**config.mk**
```make
export PLATFORM = sky130hd
export DESIGN_NAME = long_press_toggle_switch_top_flat
export DESIGN_NICKNAME = d
export VERILOG_FILES = /design/src/rtl/lpts_pkg.sv /design/src/rtl/lpts_req_if.sv /design/src/rtl/lpts_rsp_if.sv /design/src/rtl/lpts_csr.sv /design/src/rtl/lpts_mem.sv /design/src/rtl/lpts_core.sv /design/src/rtl/long_press_toggle_switch_top.sv /design/src/flat_wrapper.sv
export SDC_FILE = /design/constraint.sdc
export NUM_CORES = 1
export LEC_CHECK = 0
export ABC_AREA = 1
export BUFFER_PORTS_ARGS = -buffer_cell sky130_fd_sc_hd__buf_2
export CAP_MARGIN = 25
export CELL_PAD_IN_SITES_DETAIL_PLACEMENT = 1
export CELL_PAD_IN_SITES_GLOBAL_PLACEMENT = 1
export CORE_MARGIN = 4
export CORE_UTILIZATION = 55
export DETAILED_ROUTE_END_ITERATION = 12
export PLACE_DENSITY_LB_ADDON = 0.1
export SKIP_LAST_GASP = 1
export SLEW_MARGIN = 20
export SYNTH_ARGS = -nofsm -noshare
export SYNTH_HDL_FRONTEND = slang
export SYNTH_SLANG_ARGS = --single-unit
```
**constraint.sdc**
```tcl
create_clock -name clock -period 11.1 [get_ports clock]
set_input_delay 0.555 -clock clock [delete_from_list [all_inputs] [get_ports clock]]
set_output_delay 0.555 -clock clock [all_outputs]
set_load 0.02 [all_outputs]
```
**src/rtl/lpts_pkg.sv**
```systemverilog
`default_nettype none
// ----------------------------------------------------------------------------
// lpts_pkg
// Shared types, constants and helpers for the long-press toggle switch.
// ----------------------------------------------------------------------------
package lpts_pkg;

   localparam int CHANNELS   = 16;
   localparam int COUNT_BITS = 16;
   localparam int THR_BITS   = 16;
   localparam int THR_RESET  = 150;
   localparam int ROW_BITS   = (CHANNELS > 1) ? $clog2(CHANNELS) : 1;
   localparam int CMP_BITS   = (COUNT_BITS > THR_BITS) ? COUNT_BITS : THR_BITS;

   localparam logic [COUNT_BITS-1:0] COUNT_MAX = {COUNT_BITS{1'b1}};

   // APB map
   localparam int ADDR_BITS = 3;
   localparam int DATA_BITS = 32;
   localparam logic REG_HOLD_THRESHOLD = 1'b0;   // paddr[2] word index

   typedef enum logic [1:0] {
      CMD_PASS    = 2'd0,
      CMD_RELEASE = 2'd1,
      CMD_HOLD    = 2'd2
   } cmd_type;

   // one memory row holds both mode groups of a channel
   typedef struct packed {
      logic                  rel_latch;
      logic [COUNT_BITS-1:0] rel_count;
      logic                  hold_latch;
      logic [COUNT_BITS-1:0] hold_count;
   } row_type;

   typedef struct packed {
      logic                rd_en;
      logic [ROW_BITS-1:0] rd_row;
      logic                wr_en;
      logic [ROW_BITS-1:0] wr_row;
      row_type             wr_data;
   } mem_cmd_type;

   function automatic logic [COUNT_BITS-1:0] sat_inc(input logic [COUNT_BITS-1:0] c);
      return (c == COUNT_MAX) ? c : c + COUNT_BITS'(1);
   endfunction

endpackage
`default_nettype wire

```
**src/rtl/lpts_req_if.sv**
```systemverilog
`default_nettype none
// ----------------------------------------------------------------------------
// lpts_req_if
// Sample channel: command, channel number and raw switch level.
// ----------------------------------------------------------------------------
interface lpts_req_if;
   logic       valid;
   logic       ready;
   logic [1:0] command;
   logic [3:0] channel;
   logic       pressed;

   modport source (output valid, output command, output channel, output pressed,
                   input ready);
   modport sink   (input valid, input command, input channel, input pressed,
                   output ready);
endinterface
`default_nettype wire

```
**src/rtl/lpts_rsp_if.sv**
```systemverilog
`default_nettype none
// ----------------------------------------------------------------------------
// lpts_rsp_if
// Result channel: switch state and toggle flag.
// ----------------------------------------------------------------------------
interface lpts_rsp_if;
   logic valid;
   logic ready;
   logic switch_state;
   logic toggled;

   modport source (output valid, output switch_state, output toggled, input ready);
   modport sink   (input valid, input switch_state, input toggled, output ready);
endinterface
`default_nettype wire

```
**src/rtl/lpts_csr.sv**
```systemverilog
`default_nettype none
// ----------------------------------------------------------------------------
// lpts_csr
// APB register file holding the hold threshold.
// ----------------------------------------------------------------------------
module lpts_csr (
   input  wire logic                           clock,
   input  wire logic                           reset,
   input  wire logic                           psel,
   input  wire logic                           penable,
   input  wire logic                           pwrite,
   input  wire logic [lpts_pkg::ADDR_BITS-1:0] paddr,
   input  wire logic [lpts_pkg::DATA_BITS-1:0] pwdata,
   output logic      [lpts_pkg::DATA_BITS-1:0] prdata,
   output logic                                pready,
   output logic      [lpts_pkg::THR_BITS-1:0]  hold_threshold
);

   logic [lpts_pkg::THR_BITS-1:0] thr_ff;
   logic [lpts_pkg::THR_BITS-1:0] thr_in;
   logic                          hit;

   assign pready = 1'b1;
   assign hit    = (paddr[2] == lpts_pkg::REG_HOLD_THRESHOLD) && (paddr[1:0] == 2'b00);

   always_comb begin
      thr_in = thr_ff;
      if (psel && penable && pwrite && hit) begin
         thr_in = pwdata[lpts_pkg::THR_BITS-1:0];
      end
   end

   always_ff @(posedge clock) begin
      if (reset) begin
         thr_ff <= lpts_pkg::THR_BITS'(lpts_pkg::THR_RESET);
      end else begin
         thr_ff <= thr_in;
      end
   end

   assign prdata = hit ? lpts_pkg::DATA_BITS'(thr_ff) : '0;
   assign hold_threshold = thr_ff;

endmodule
`default_nettype wire

```
**src/rtl/lpts_mem.sv**
```systemverilog
`default_nettype none
// ----------------------------------------------------------------------------
// lpts_mem
// Per-channel state memory with registered read, valid bits and write forwarding.
// ----------------------------------------------------------------------------
module lpts_mem (
   input  wire logic                  clock,
   input  wire logic                  reset,
   input  wire lpts_pkg::mem_cmd_type cmd,
   output lpts_pkg::row_type          rd_data
);

   lpts_pkg::row_type mem [lpts_pkg::CHANNELS];

   logic [lpts_pkg::CHANNELS-1:0] valid_ff;
   logic [lpts_pkg::CHANNELS-1:0] valid_in;
   lpts_pkg::row_type             rd_data_ff;
   logic                          rd_vld_ff;
   logic                          rd_vld_in;
   logic                          fwd_hit_ff;
   logic                          fwd_hit_in;
   lpts_pkg::row_type             fwd_data_ff;

   always_ff @(posedge clock) begin
      if (cmd.wr_en) begin
         mem[cmd.wr_row] <= cmd.wr_data;
      end
      if (cmd.rd_en) begin
         rd_data_ff  <= mem[cmd.rd_row];
         fwd_data_ff <= cmd.wr_data;
      end
   end

   always_comb begin
      valid_in   = valid_ff;
      rd_vld_in  = rd_vld_ff;
      fwd_hit_in = fwd_hit_ff;
      if (cmd.wr_en) begin
         valid_in[cmd.wr_row] = 1'b1;
      end
      if (cmd.rd_en) begin
         rd_vld_in  = valid_ff[cmd.rd_row];
         // read sees the old row when the same row is written at this edge
         fwd_hit_in = cmd.wr_en && (cmd.wr_row == cmd.rd_row);
      end
   end

   always_ff @(posedge clock) begin
      if (reset) begin
         valid_ff   <= '0;
         rd_vld_ff  <= 1'b0;
         fwd_hit_ff <= 1'b0;
      end else begin
         valid_ff   <= valid_in;
         rd_vld_ff  <= rd_vld_in;
         fwd_hit_ff <= fwd_hit_in;
      end
   end

   assign rd_data = fwd_hit_ff ? fwd_data_ff : (rd_vld_ff ? rd_data_ff : '0);

endmodule
`default_nettype wire

```
**src/rtl/lpts_core.sv**
```systemverilog
`default_nettype none
// ----------------------------------------------------------------------------
// lpts_core
// Two-stage pipeline: read the channel row, then update, write back and
// register the result.
// ----------------------------------------------------------------------------
module lpts_core (
   input  wire logic                          clock,
   input  wire logic                          reset,
   input  wire logic [lpts_pkg::THR_BITS-1:0] hold_threshold,
   lpts_req_if.sink                           req,
   lpts_rsp_if.source                         rsp,
   output lpts_pkg::mem_cmd_type              mem_cmd,
   input  wire lpts_pkg::row_type             rd_data
);

   logic adv;
   logic accept;

   // stage 1: item waiting for its row
   logic                          s1_valid_ff, s1_valid_in;
   lpts_pkg::cmd_type             s1_cmd_ff, s1_cmd_in;
   logic                          s1_hit_ff, s1_hit_in;
   logic                          s1_pressed_ff;
   logic [lpts_pkg::ROW_BITS-1:0] s1_row_ff;

   // output register
   logic out_valid_ff, out_valid_in;
   logic out_state_ff, out_state_in;
   logic out_toggled_ff, out_toggled_in;

   lpts_pkg::row_type               nrow;
   logic                            flip;
   logic [lpts_pkg::COUNT_BITS-1:0] cnt_inc;
   logic [lpts_pkg::CMP_BITS-1:0]   thr_x;

   assign adv       = !out_valid_ff || rsp.ready;
   assign accept    = req.valid && adv;
   assign req.ready = adv;

   always_comb begin
      case (lpts_pkg::cmd_type'(req.command))
         lpts_pkg::CMD_RELEASE: s1_cmd_in = lpts_pkg::CMD_RELEASE;
         lpts_pkg::CMD_HOLD:    s1_cmd_in = lpts_pkg::CMD_HOLD;
         default:               s1_cmd_in = lpts_pkg::CMD_PASS;
      endcase
      s1_hit_in   = 32'(req.channel) < lpts_pkg::CHANNELS;
      s1_valid_in = adv ? accept : s1_valid_ff;
   end

   // row update
   always_comb begin
      nrow    = rd_data;
      flip    = 1'b0;
      thr_x   = lpts_pkg::CMP_BITS'(hold_threshold);
      cnt_inc = '0;
      case (s1_cmd_ff)
         lpts_pkg::CMD_RELEASE: begin
            cnt_inc = lpts_pkg::sat_inc(rd_data.rel_count);
            if (s1_pressed_ff) begin
               nrow.rel_count = cnt_inc;
            end else begin
               flip           = lpts_pkg::CMP_BITS'(rd_data.rel_count) > thr_x;
               nrow.rel_latch = rd_data.rel_latch ^ flip;
               nrow.rel_count = '0;
            end
         end
         lpts_pkg::CMD_HOLD: begin
            cnt_inc = lpts_pkg::sat_inc(rd_data.hold_count);
            if (s1_pressed_ff) begin
               nrow.hold_count = cnt_inc;
               // single toggle on the sample that first crosses the threshold
               flip = (lpts_pkg::CMP_BITS'(rd_data.hold_count) <= thr_x) &&
                      (lpts_pkg::CMP_BITS'(cnt_inc) > thr_x);
               nrow.hold_latch = rd_data.hold_latch ^ flip;
            end else begin
               nrow.hold_count = '0;
            end
         end
         default: ;
      endcase
   end

   always_comb begin
      out_valid_in   = out_valid_ff;
      out_state_in   = out_state_ff;
      out_toggled_in = out_toggled_ff;
      if (adv) begin
         out_valid_in = s1_valid_ff;
         case (s1_cmd_ff)
            lpts_pkg::CMD_RELEASE: begin
               out_state_in   = s1_hit_ff && nrow.rel_latch;
               out_toggled_in = s1_hit_ff && flip;
            end
            lpts_pkg::CMD_HOLD: begin
               out_state_in   = s1_hit_ff && nrow.hold_latch;
               out_toggled_in = s1_hit_ff && flip;
            end
            default: begin
               out_state_in   = s1_pressed_ff;
               out_toggled_in = 1'b0;
            end
         endcase
      end
   end

   always_comb begin
      mem_cmd.rd_en   = accept;
      mem_cmd.rd_row  = lpts_pkg::ROW_BITS'(req.channel);
      mem_cmd.wr_en   = adv && s1_valid_ff && s1_hit_ff && (s1_cmd_ff != lpts_pkg::CMD_PASS);
      mem_cmd.wr_row  = s1_row_ff;
      mem_cmd.wr_data = nrow;
   end

   always_ff @(posedge clock) begin
      if (reset) begin
         s1_valid_ff  <= 1'b0;
         out_valid_ff <= 1'b0;
      end else begin
         s1_valid_ff  <= s1_valid_in;
         out_valid_ff <= out_valid_in;
      end
   end

   always_ff @(posedge clock) begin
      if (accept) begin
         s1_cmd_ff     <= s1_cmd_in;
         s1_hit_ff     <= s1_hit_in;
         s1_pressed_ff <= req.pressed;
         s1_row_ff     <= lpts_pkg::ROW_BITS'(req.channel);
      end
      out_state_ff   <= out_state_in;
      out_toggled_ff <= out_toggled_in;
   end

   assign rsp.valid        = out_valid_ff;
   assign rsp.switch_state = out_state_ff;
   assign rsp.toggled      = out_toggled_ff;

endmodule
`default_nettype wire

```
**src/rtl/long_press_toggle_switch_top.sv**
```systemverilog
`default_nettype none
// ----------------------------------------------------------------------------
// long_press_toggle_switch_top
// Per-channel long-press toggle switch with pass-through, release and hold modes.
// ----------------------------------------------------------------------------
//  port    dir   kind                 payload
//  req     in    valid/ready          command, channel, pressed
//  rsp     out   valid/ready          switch_state, toggled
//  APB     in    psel/penable/pready  hold_threshold at 0x0
//
//  One sample per cycle while rsp is not stalled; a req transfer passes through
//  stage 1 and then the output register, which drives rsp.valid.
//  The channel row is read from a registered-read memory and written back when
//  stage 1 advances; a back-to-back same-row sample is served by write forwarding.
//  Reset clears the row valid bits, so all latches and counts read as zero.
//  A stalled rsp holds the output register and pipeline and drops req.ready.
// ----------------------------------------------------------------------------
module long_press_toggle_switch_top (
   input  wire logic                           clock,
   input  wire logic                           reset,
   lpts_req_if.sink                            req,
   lpts_rsp_if.source                          rsp,
   input  wire logic                           psel,
   input  wire logic                           penable,
   input  wire logic                           pwrite,
   input  wire logic [lpts_pkg::ADDR_BITS-1:0] paddr,
   input  wire logic [lpts_pkg::DATA_BITS-1:0] pwdata,
   output logic      [lpts_pkg::DATA_BITS-1:0] prdata,
   output logic                                pready
);

   logic [lpts_pkg::THR_BITS-1:0] hold_threshold;
   lpts_pkg::mem_cmd_type         mem_cmd;
   lpts_pkg::row_type             rd_data;

   lpts_csr u_csr (
      .clock          (clock),
      .reset          (reset),
      .psel           (psel),
      .penable        (penable),
      .pwrite         (pwrite),
      .paddr          (paddr),
      .pwdata         (pwdata),
      .prdata         (prdata),
      .pready         (pready),
      .hold_threshold (hold_threshold)
   );

   lpts_mem u_mem (
      .clock   (clock),
      .reset   (reset),
      .cmd     (mem_cmd),
      .rd_data (rd_data)
   );

   lpts_core u_core (
      .clock          (clock),
      .reset          (reset),
      .hold_threshold (hold_threshold),
      .req            (req),
      .rsp            (rsp),
      .mem_cmd        (mem_cmd),
      .rd_data        (rd_data)
   );

`ifndef SYNTHESIS
   // write-back only when the pipeline moves
   a_wr_on_adv: assert property (@(posedge clock) disable iff (reset)
      mem_cmd.wr_en |-> (!rsp.valid || rsp.ready))
      else $error("state written while pipeline stalled");

   // same-row read during write-back must see the new row
   a_fwd: assert property (@(posedge clock) disable iff (reset)
      (mem_cmd.rd_en && mem_cmd.wr_en && (mem_cmd.rd_row == mem_cmd.wr_row))
      |=> (rd_data == $past(mem_cmd.wr_data)))
      else $error("forwarded row mismatch");

   // a held result blocks new transfers
   a_stall: assert property (@(posedge clock) disable iff (reset)
      (rsp.valid && !rsp.ready) |-> !req.ready)
      else $error("sample taken while result stalled");
`endif

endmodule
`default_nettype wire
```
**src/flat_wrapper.sv**
```systemverilog
// flat-port wrapper written by rule: the top's interface ports become plain ports
module long_press_toggle_switch_top_flat 
  (clock, reset, psel, penable, pwrite, paddr, pwdata, prdata, pready, req_valid, req_command, req_channel, req_pressed, req_ready, rsp_valid, rsp_switch_state, rsp_toggled, rsp_ready);
  lpts_req_if req_i ();
  lpts_rsp_if rsp_i ();
  input  wire logic clock;
  input  wire logic reset;
  input  wire logic psel;
  input  wire logic penable;
  input  wire logic pwrite;
  input  wire logic [lpts_pkg::ADDR_BITS-1:0] paddr;
  input  wire logic [lpts_pkg::DATA_BITS-1:0] pwdata;
  output logic      [lpts_pkg::DATA_BITS-1:0] prdata;
  output logic pready;
  input wire logic [$bits(req_i.valid)-1:0] req_valid;
  input wire logic [$bits(req_i.command)-1:0] req_command;
  input wire logic [$bits(req_i.channel)-1:0] req_channel;
  input wire logic [$bits(req_i.pressed)-1:0] req_pressed;
  output wire logic [$bits(req_i.ready)-1:0] req_ready;
  output wire logic [$bits(rsp_i.valid)-1:0] rsp_valid;
  output wire logic [$bits(rsp_i.switch_state)-1:0] rsp_switch_state;
  output wire logic [$bits(rsp_i.toggled)-1:0] rsp_toggled;
  input wire logic [$bits(rsp_i.ready)-1:0] rsp_ready;
  assign req_i.valid = req_valid;
  assign req_i.command = req_command;
  assign req_i.channel = req_channel;
  assign req_i.pressed = req_pressed;
  assign req_ready = req_i.ready;
  assign rsp_valid = rsp_i.valid;
  assign rsp_switch_state = rsp_i.switch_state;
  assign rsp_toggled = rsp_i.toggled;
  assign rsp_i.ready = rsp_ready;
  long_press_toggle_switch_top u_core (.clock(clock), .reset(reset), .req(req_i), .rsp(rsp_i), .psel(psel), .penable(penable), .pwrite(pwrite), .paddr(paddr), .pwdata(pwdata), .prdata(prdata), .pready(pready));
endmodule
```
After elaboration in Yosys (flattened, before gate mapping)
Memory sizes are Yosys's and may differ from the RTL's. A register that Yosys moved wholly into a read port is not among the register bits.
Cells that the tools add are included.
{ "word_totals": {"reg_bits": 79, "ram_bits": 544, "inputBits": 49, "out_inout_bits": 37, "wordCells": 72, "memories": 1} }
{ "mem_list": {"columns": ["name", "depth", "word_bits", "read_ports", "rd_ports_with_merged_regs", "write_ports", "line_no", "text"], "rows": [
  ["u_core.u_mem.mem", 16, 34, 1, 1, 1, "lpts_mem.sv:13", "lpts_pkg::row_type mem [lpts_pkg::CHANNELS];"]
]} }
{ "classes": {"add_sub_neg": 2, "magnitude_cmp": 6, "eq_ne": 7, "n_mux": 22, "bitwise": 4, "reduce_logical": 15} }
{ "op_table": {"columns": ["operator", "count"], "rows": [
  ["16-bit 2-to-1 mux", 5],
  ["34-bit 2-to-1 mux", 2],
  ["17-bit 2-to-1 mux", 2],
  ["16-bit by 1-bit adder with 16-bit output (second input constant)", 2],
  ["16-bit equality test (second input constant)", 2],
  ["16-bit greater-than comparator", 2],
  ["16-bit less-or-equal comparator", 1],
  ["16-bit OR", 1],
  ["1-bit logical AND", 10],
  ["4-bit by 5-bit less-than comparator with 1-bit output (second input constant)", 2],
  ["1-bit 2-to-1 mux", 8],
  ["1-bit binary-select mux with 4-bit select", 1],
  ["1-bit demux with 4-bit select", 1],
  ["2-bit by 1-bit equality test with 1-bit output (second input constant)", 2],
  ["2-bit equality test (second input constant)", 2],
  ["4-bit equality test", 1],
  ["4-bit by 1-bit >= comparator with 1-bit output (second input constant)", 1],
  ["1-bit one-hot mux with 2 select lines", 2],
  ["2-bit one-hot mux with 2 select lines", 1],
  ["2-bit logical NOT", 1],
  ["2-bit nonzero test", 1],
  ["2-bit OR reduction", 1],
  ["1-bit bitwise XOR", 2],
  ["1-bit logical NOT", 1],
  ["other kinds (2)", 2]
]} }

Longest topological paths before layout
{ "depth": {"ltp_word": 10, "ltp_mapped": 29, "mapped_depth_nobuf": 28} }

Modules after synthesis
Synthesis repeated with hierarchy kept, for this count alone.
{ "unflattened": {"cells_unflattened": 2490, "area_unflattened_um2": 28467.3} }
{ "by_module_without_submodules": {"columns": ["mod", "instances", "cells_per_inst", "area_per_inst_um2", "seq_area_each_um2"], "rows": [
  ["lpts_mem", 1, 1885, 24581.1, 18738.0],
  ["lpts_core", 1, 450, 2914.0, 310.3],
  ["lpts_csr", 1, 155, 972.2, 320.3]
]} }

Least setup slack after synthesis
OpenSTA, ideal clock, no wires.
{ "synth_path": {"kind": "reg-to-reg", "from": "reg u_core.u_mem.fwd_hit_ff", "to": "reg u_core.u_core.out_state_ff, in the netlist u_core.u_core.rsp.switch_state, data pin", "setup_time_ns": 0.257, "t_arrival_ns": 3.235, "t_required_ns": 10.843, "path_slack_ns": 7.607, "stages_incl_launch_ff": 29, "path_buffers": 2, "synth_period_minus_slack_ns": 3.493, "path_cell_list": "dfxtp_1 > buf_6 > buf_2 > a22oi_1 > inv_1 > ha_1 > inv_1 > nor2_2 > nand2_2 > nor2_2 > nand3_4 > inv_2 > or2_2 > nand2_1 > inv_1 > ha_1 > nand2_1 > nand2_1 > nand2_1 > nand2_1 > nand2_1 > nand2_1 > nand2_1 > a21oi_1 > nand2_1 > nand2_1 > nand2_1 > nand2_1 > a21oi_1"} }
{ "synth_lines": {"columns": ["element", "line_no", "text"], "rows": [
  ["start: declaration", "lpts_mem.sv:20", "logic fwd_hit_ff;"],
  ["start signal: assignment", "lpts_mem.sv:56", "fwd_hit_ff <= fwd_hit_in;"],
  ["end signal: assignment", "lpts_core.sv:132", "out_state_ff <= out_state_in;"],
  ["end: declaration", "lpts_core.sv:29", "logic out_state_ff, out_state_in;"]
]} }

==> flow_metrics.env <==
export IMPL_outcome="complete, no violations"
export IMPL_cp_top_family="simple AND/OR/NAND/NOR gates"
export IMPL_arrival_ns=5.41
export IMPL_postCtsSetupRepairBufs=0
export IMPL_synth_most_common_cell="edfxtp_1"
export IMPL_grt_pass1_vias=19520
export IMPL_cp_common_cell="nand2_1"
export IMPL_antenna_found_initial=1
export IMPL_cts_hold_buffers=0
export IMPL_routed_wirelength_um=79750
export IMPL_cts_path_max_buffers=3
export IMPL_power_leakage_uw=0.01083
export IMPL_clock_fmax_mhz=198.2
export IMPL_vias=19100
export IMPL_cts_sinks=657
export IMPL_cts_root_buf="clkbuf_16"
export IMPL_synth_area_um2=27760
export IMPL_drc=0
export IMPL_track_usage=0.2931
export IMPL_synthTopCellsByCount="621 x edfxtp_1, 399 x nor2_1, 322 x o21ai_0"
export IMPL_setup_violations=0
export IMPL_async_flop_share=0
export IMPL_fin_crit_ns=5.045
export IMPL_overflow=0
export IMPL_io_pins=86
export IMPL_yosysSeqAreaShare=0.6978
export IMPL_path_class="reg -> reg"
export IMPL_cts_resized=0
export IMPL_max_vdd_ir_drop_uv=139.4
export IMPL_detail_route_iter0_violations=1893
export IMPL_synth_area_per_cell_um2=12.02
export IMPL_synth_edff_count=621
export IMPL_cts_tree="built"
export IMPL_drv_slew=0
export IMPL_cts_clk_slew_worst_paths_ns=0.06
export IMPL_yosysWarnings=0
export IMPL_ant_nets=0
export IMPL_power_density_nw_per_um2=172.7
export IMPL_min_path_type="in -> reg"
export IMPL_place_port_buffers=52
export IMPL_core_area_um2=50070
export IMPL_antenna_cells=0
export IMPL_end_kind="register"
export IMPL_max_stage_delay_ns=0.58
export IMPL_die_area_um2=54120
export IMPL_clock_skew_ns=0.02263
export IMPL_fin_nets=2444
export IMPL_grt_pass1_wl_um=118200
export IMPL_maxCapViolations=0
export IMPL_numCtsBuffers=70
export IMPL_clk_latency_ns=0.61
export IMPL_min_period_over_period=0.4545
export IMPL_fp_dieH_um=232.6
export IMPL_htreeDepth=3
export IMPL_synthCells=2310
export IMPL_final_cells=3069
export IMPL_hold_viol_final=0
export IMPL_drt_pass1_iterations=5
export IMPL_synth_area_leaders="edfxtp_1 67%, o21ai_0 5.8%, nor2_1 5.4%"
export IMPL_initial_core_util=0.5544
export IMPL_fillers=5075
export IMPL_tightest_slew_ns=1.015
export IMPL_critPathSlowestCell="nor2_8"
export IMPL_wl_per_cell_um=25.99
export IMPL_dpl_hpwl_um=42310
export IMPL_ys_seq_elements=657
export IMPL_slew_headroom=0.3211
export IMPL_rows=82
export IMPL_via_per_inst=6.224
export IMPL_synth_area_leader_cell="edfxtp_1"
export IMPL_place_gp_congestion=0.9185
export IMPL_drive_gt1_frac=0.1139
export IMPL_syn2layout_area_growth_pct=11.49
export IMPL_die_w_um=232.6
export IMPL_fin_tns_setup_ns=0
export IMPL_ys_types=46
export IMPL_place_inst=2939
export IMPL_cp_num_buf_inv=4
export IMPL_synth_ff_type="edfxtp_1"
export IMPL_crit_path_start_kind="register"
export IMPL_grt_max_degree=111
export IMPL_rsz0062_at_grt="false"
export IMPL_critPathMaxFanout=36
export IMPL_worstPathRequired_ns=11.46
export IMPL_synth_top_area_frac=0.6719
==> worst register-to-register path, stage by stage, from the launching register on <==
cell and delay [ns]:
dfxtp_2 0.31, buf_4 0.28, nor2_8 0.59, a22oi_1 0.38, inv_1 0.17, ha_1 0.21
inv_1 0.06, nor2_2 0.13, nand2_2 0.11, inv_2 0.09, nand2_1 0.08, nor2_2 0.23
nand3_2 0.19, nand2_1 0.11, nand2_1 0.07, and2_1 0.15, ha_1 0.27, nand2_1 0.06
o21ai_0 0.18, a21oi_1 0.08, a21oi_1 0.23, nand2_1 0.10, nand2_1 0.07, nand2_1 0.36
nand2_1 0.19, a21oi_1 0.10
==> routing by layer <==
layer,vias to the layer above,share of wire,wire length (um),track usage
li1,8474,-,-,-
met1,9721,0.41,32880,0.3935
met2,734,0.49,38870,0.4884
met3,173,0.063,5039,0.04848
met4,0,0.037,2957,0.1053
met5,-,0,0,0
==> logic make-up after synthesis <==
| kind of cell | share of synthesized area |
|---|---|
| and+or+nand+nor | 0.1144 |
| adders and majority gates | 0.02389 |
| other | 0.0002706 |
| DFF | 0.6978 |
| buffers and inverters | 0.03669 |
| AOI/OAI and AO/OA | 0.1231 |
| xor gates and xnor gates | 0.003787 |
==> worst paths after layout <==
path	cells after the start	endpoint	startpoint	slack, ns
hold / removal	3	u_core.u_csr.hold_threshold[7]	pwdata[7]	0.16
setup reg to reg	25	u_core.u_core.rsp.switch_state	u_core.u_mem.fwd_hit_ff	6.06
setup / recovery	25	u_core.u_core.rsp.switch_state	u_core.u_mem.fwd_hit_ff	6.06
hold reg to reg	2	u_core.u_mem.valid_ff[6]	u_core.u_mem.valid_ff[6]	0.47
==> stage by stage <==
stage / hold WS (ns) / setup WS (ns) / area (um2) / power, uW / utilization
6_report: 0.1598 / 6.055 / 30940 / 5345 / 0.6180
3_5_place_dp: 0.4522 / 6.133 / 28690 / 3172 / 0.5730
4_1_cts: 0.1439 / 6.057 / 30840 / 5362 / 0.6160
2_1_floorplan: 0.4349 / 7.607 / 27810 / 3052 / -
3_3_place_gp: 0.4454 / 6.262 / 28680 / 3151 / 0.5727
5_1_grt: 0.1584 / 5.576 / 30940 / 5521 / 0.6180
==> sequential cells by signal (all words and copies together) (netlist names) <==
name and cells:
u_core.u_core.s1_valid_ff 1, u_core.u_mem.mem 544, u_core.u_core.s1_row_ff 4, u_core.u_core.rsp.valid 1, u_core.u_core.rsp.toggled 1, u_core.u_mem.fwd_data_ff 34, u_core.u_mem.fwd_hit_ff 1, u_core.u_core.s1_pressed_ff 1
u_core.u_mem.rd_vld_ff 1, u_core.u_mem.valid_ff 16, u_core.u_csr.hold_threshold 16, u_core.u_mem.rd_data_ff 34, u_core.u_core.rsp.switch_state 1, u_core.u_core.s1_cmd_ff 2
==> cells in the final DEF (no fill, tap or decap), types with 3 or more instances in the layout <==
cell / netlist / routed
xor2_1: 10 / 10
buf_2: 4 / 49
nor2_4: 0 / 16
nand2_1: 247 / 247
conb_1: 2 / 17
clkbuf_1: 112 / 12
edfxtp_1: 621 / 621
o211ai_1: 25 / 25
buf_6: 4 / 3
o221ai_1: 112 / 112
a21oi_1: 51 / 48
nor3_1: 6 / 6
nor3_2: 3 / 3
o21ai_2: 0 / 7
nand4_1: 5 / 5
o22ai_2: 0 / 3
clkbuf_16: 0 / 72
clkinv_4: 0 / 6
ha_1: 53 / 53
buf_4: 18 / 39
nor2_1: 399 / 382
o21ai_1: 12 / 7
inv_1: 85 / 83
o22ai_1: 32 / 29
o21ai_0: 322 / 320
clkinv_1: 2 / 18
nor2_2: 9 / 10
nand3_2: 3 / 3
inv_6: 0 / 5
nand3_1: 72 / 72
inv_2: 8 / 7
nand2_2: 17 / 17
a21oi_2: 0 / 3
dfxtp_1: 36 / 35
clkinv_2: 0 / 13
a22oi_1: 8 / 8
==> power breakdown <==
part | leakage [uW] | switching [uW] | internal, uW | total [uW]
Sequential | 0.00612 | 12.5 | 2760 | 2770
Combinational | 0.00366 | 268 | 88.1 | 356
Clock | 0.00105 | 967 | 1250 | 2210
==> area by class of cell <==
cell class | instances | area [um2] | area share
multi-input combinational | 1424 | 7610 | 0.2459
timing repair buffer | 94 | 606.8 | 0.01961
tap | 672 | 840.8 | 0.02717
sequential | 657 | 19370 | 0.6260
inverter | 95 | 364.1 | 0.01177
clock buffer | 85 | 1861 | 0.06013
clock inverter | 42 | 291.5 | 0.009421
Note: power is estimated with default switching activity, not from simulation.
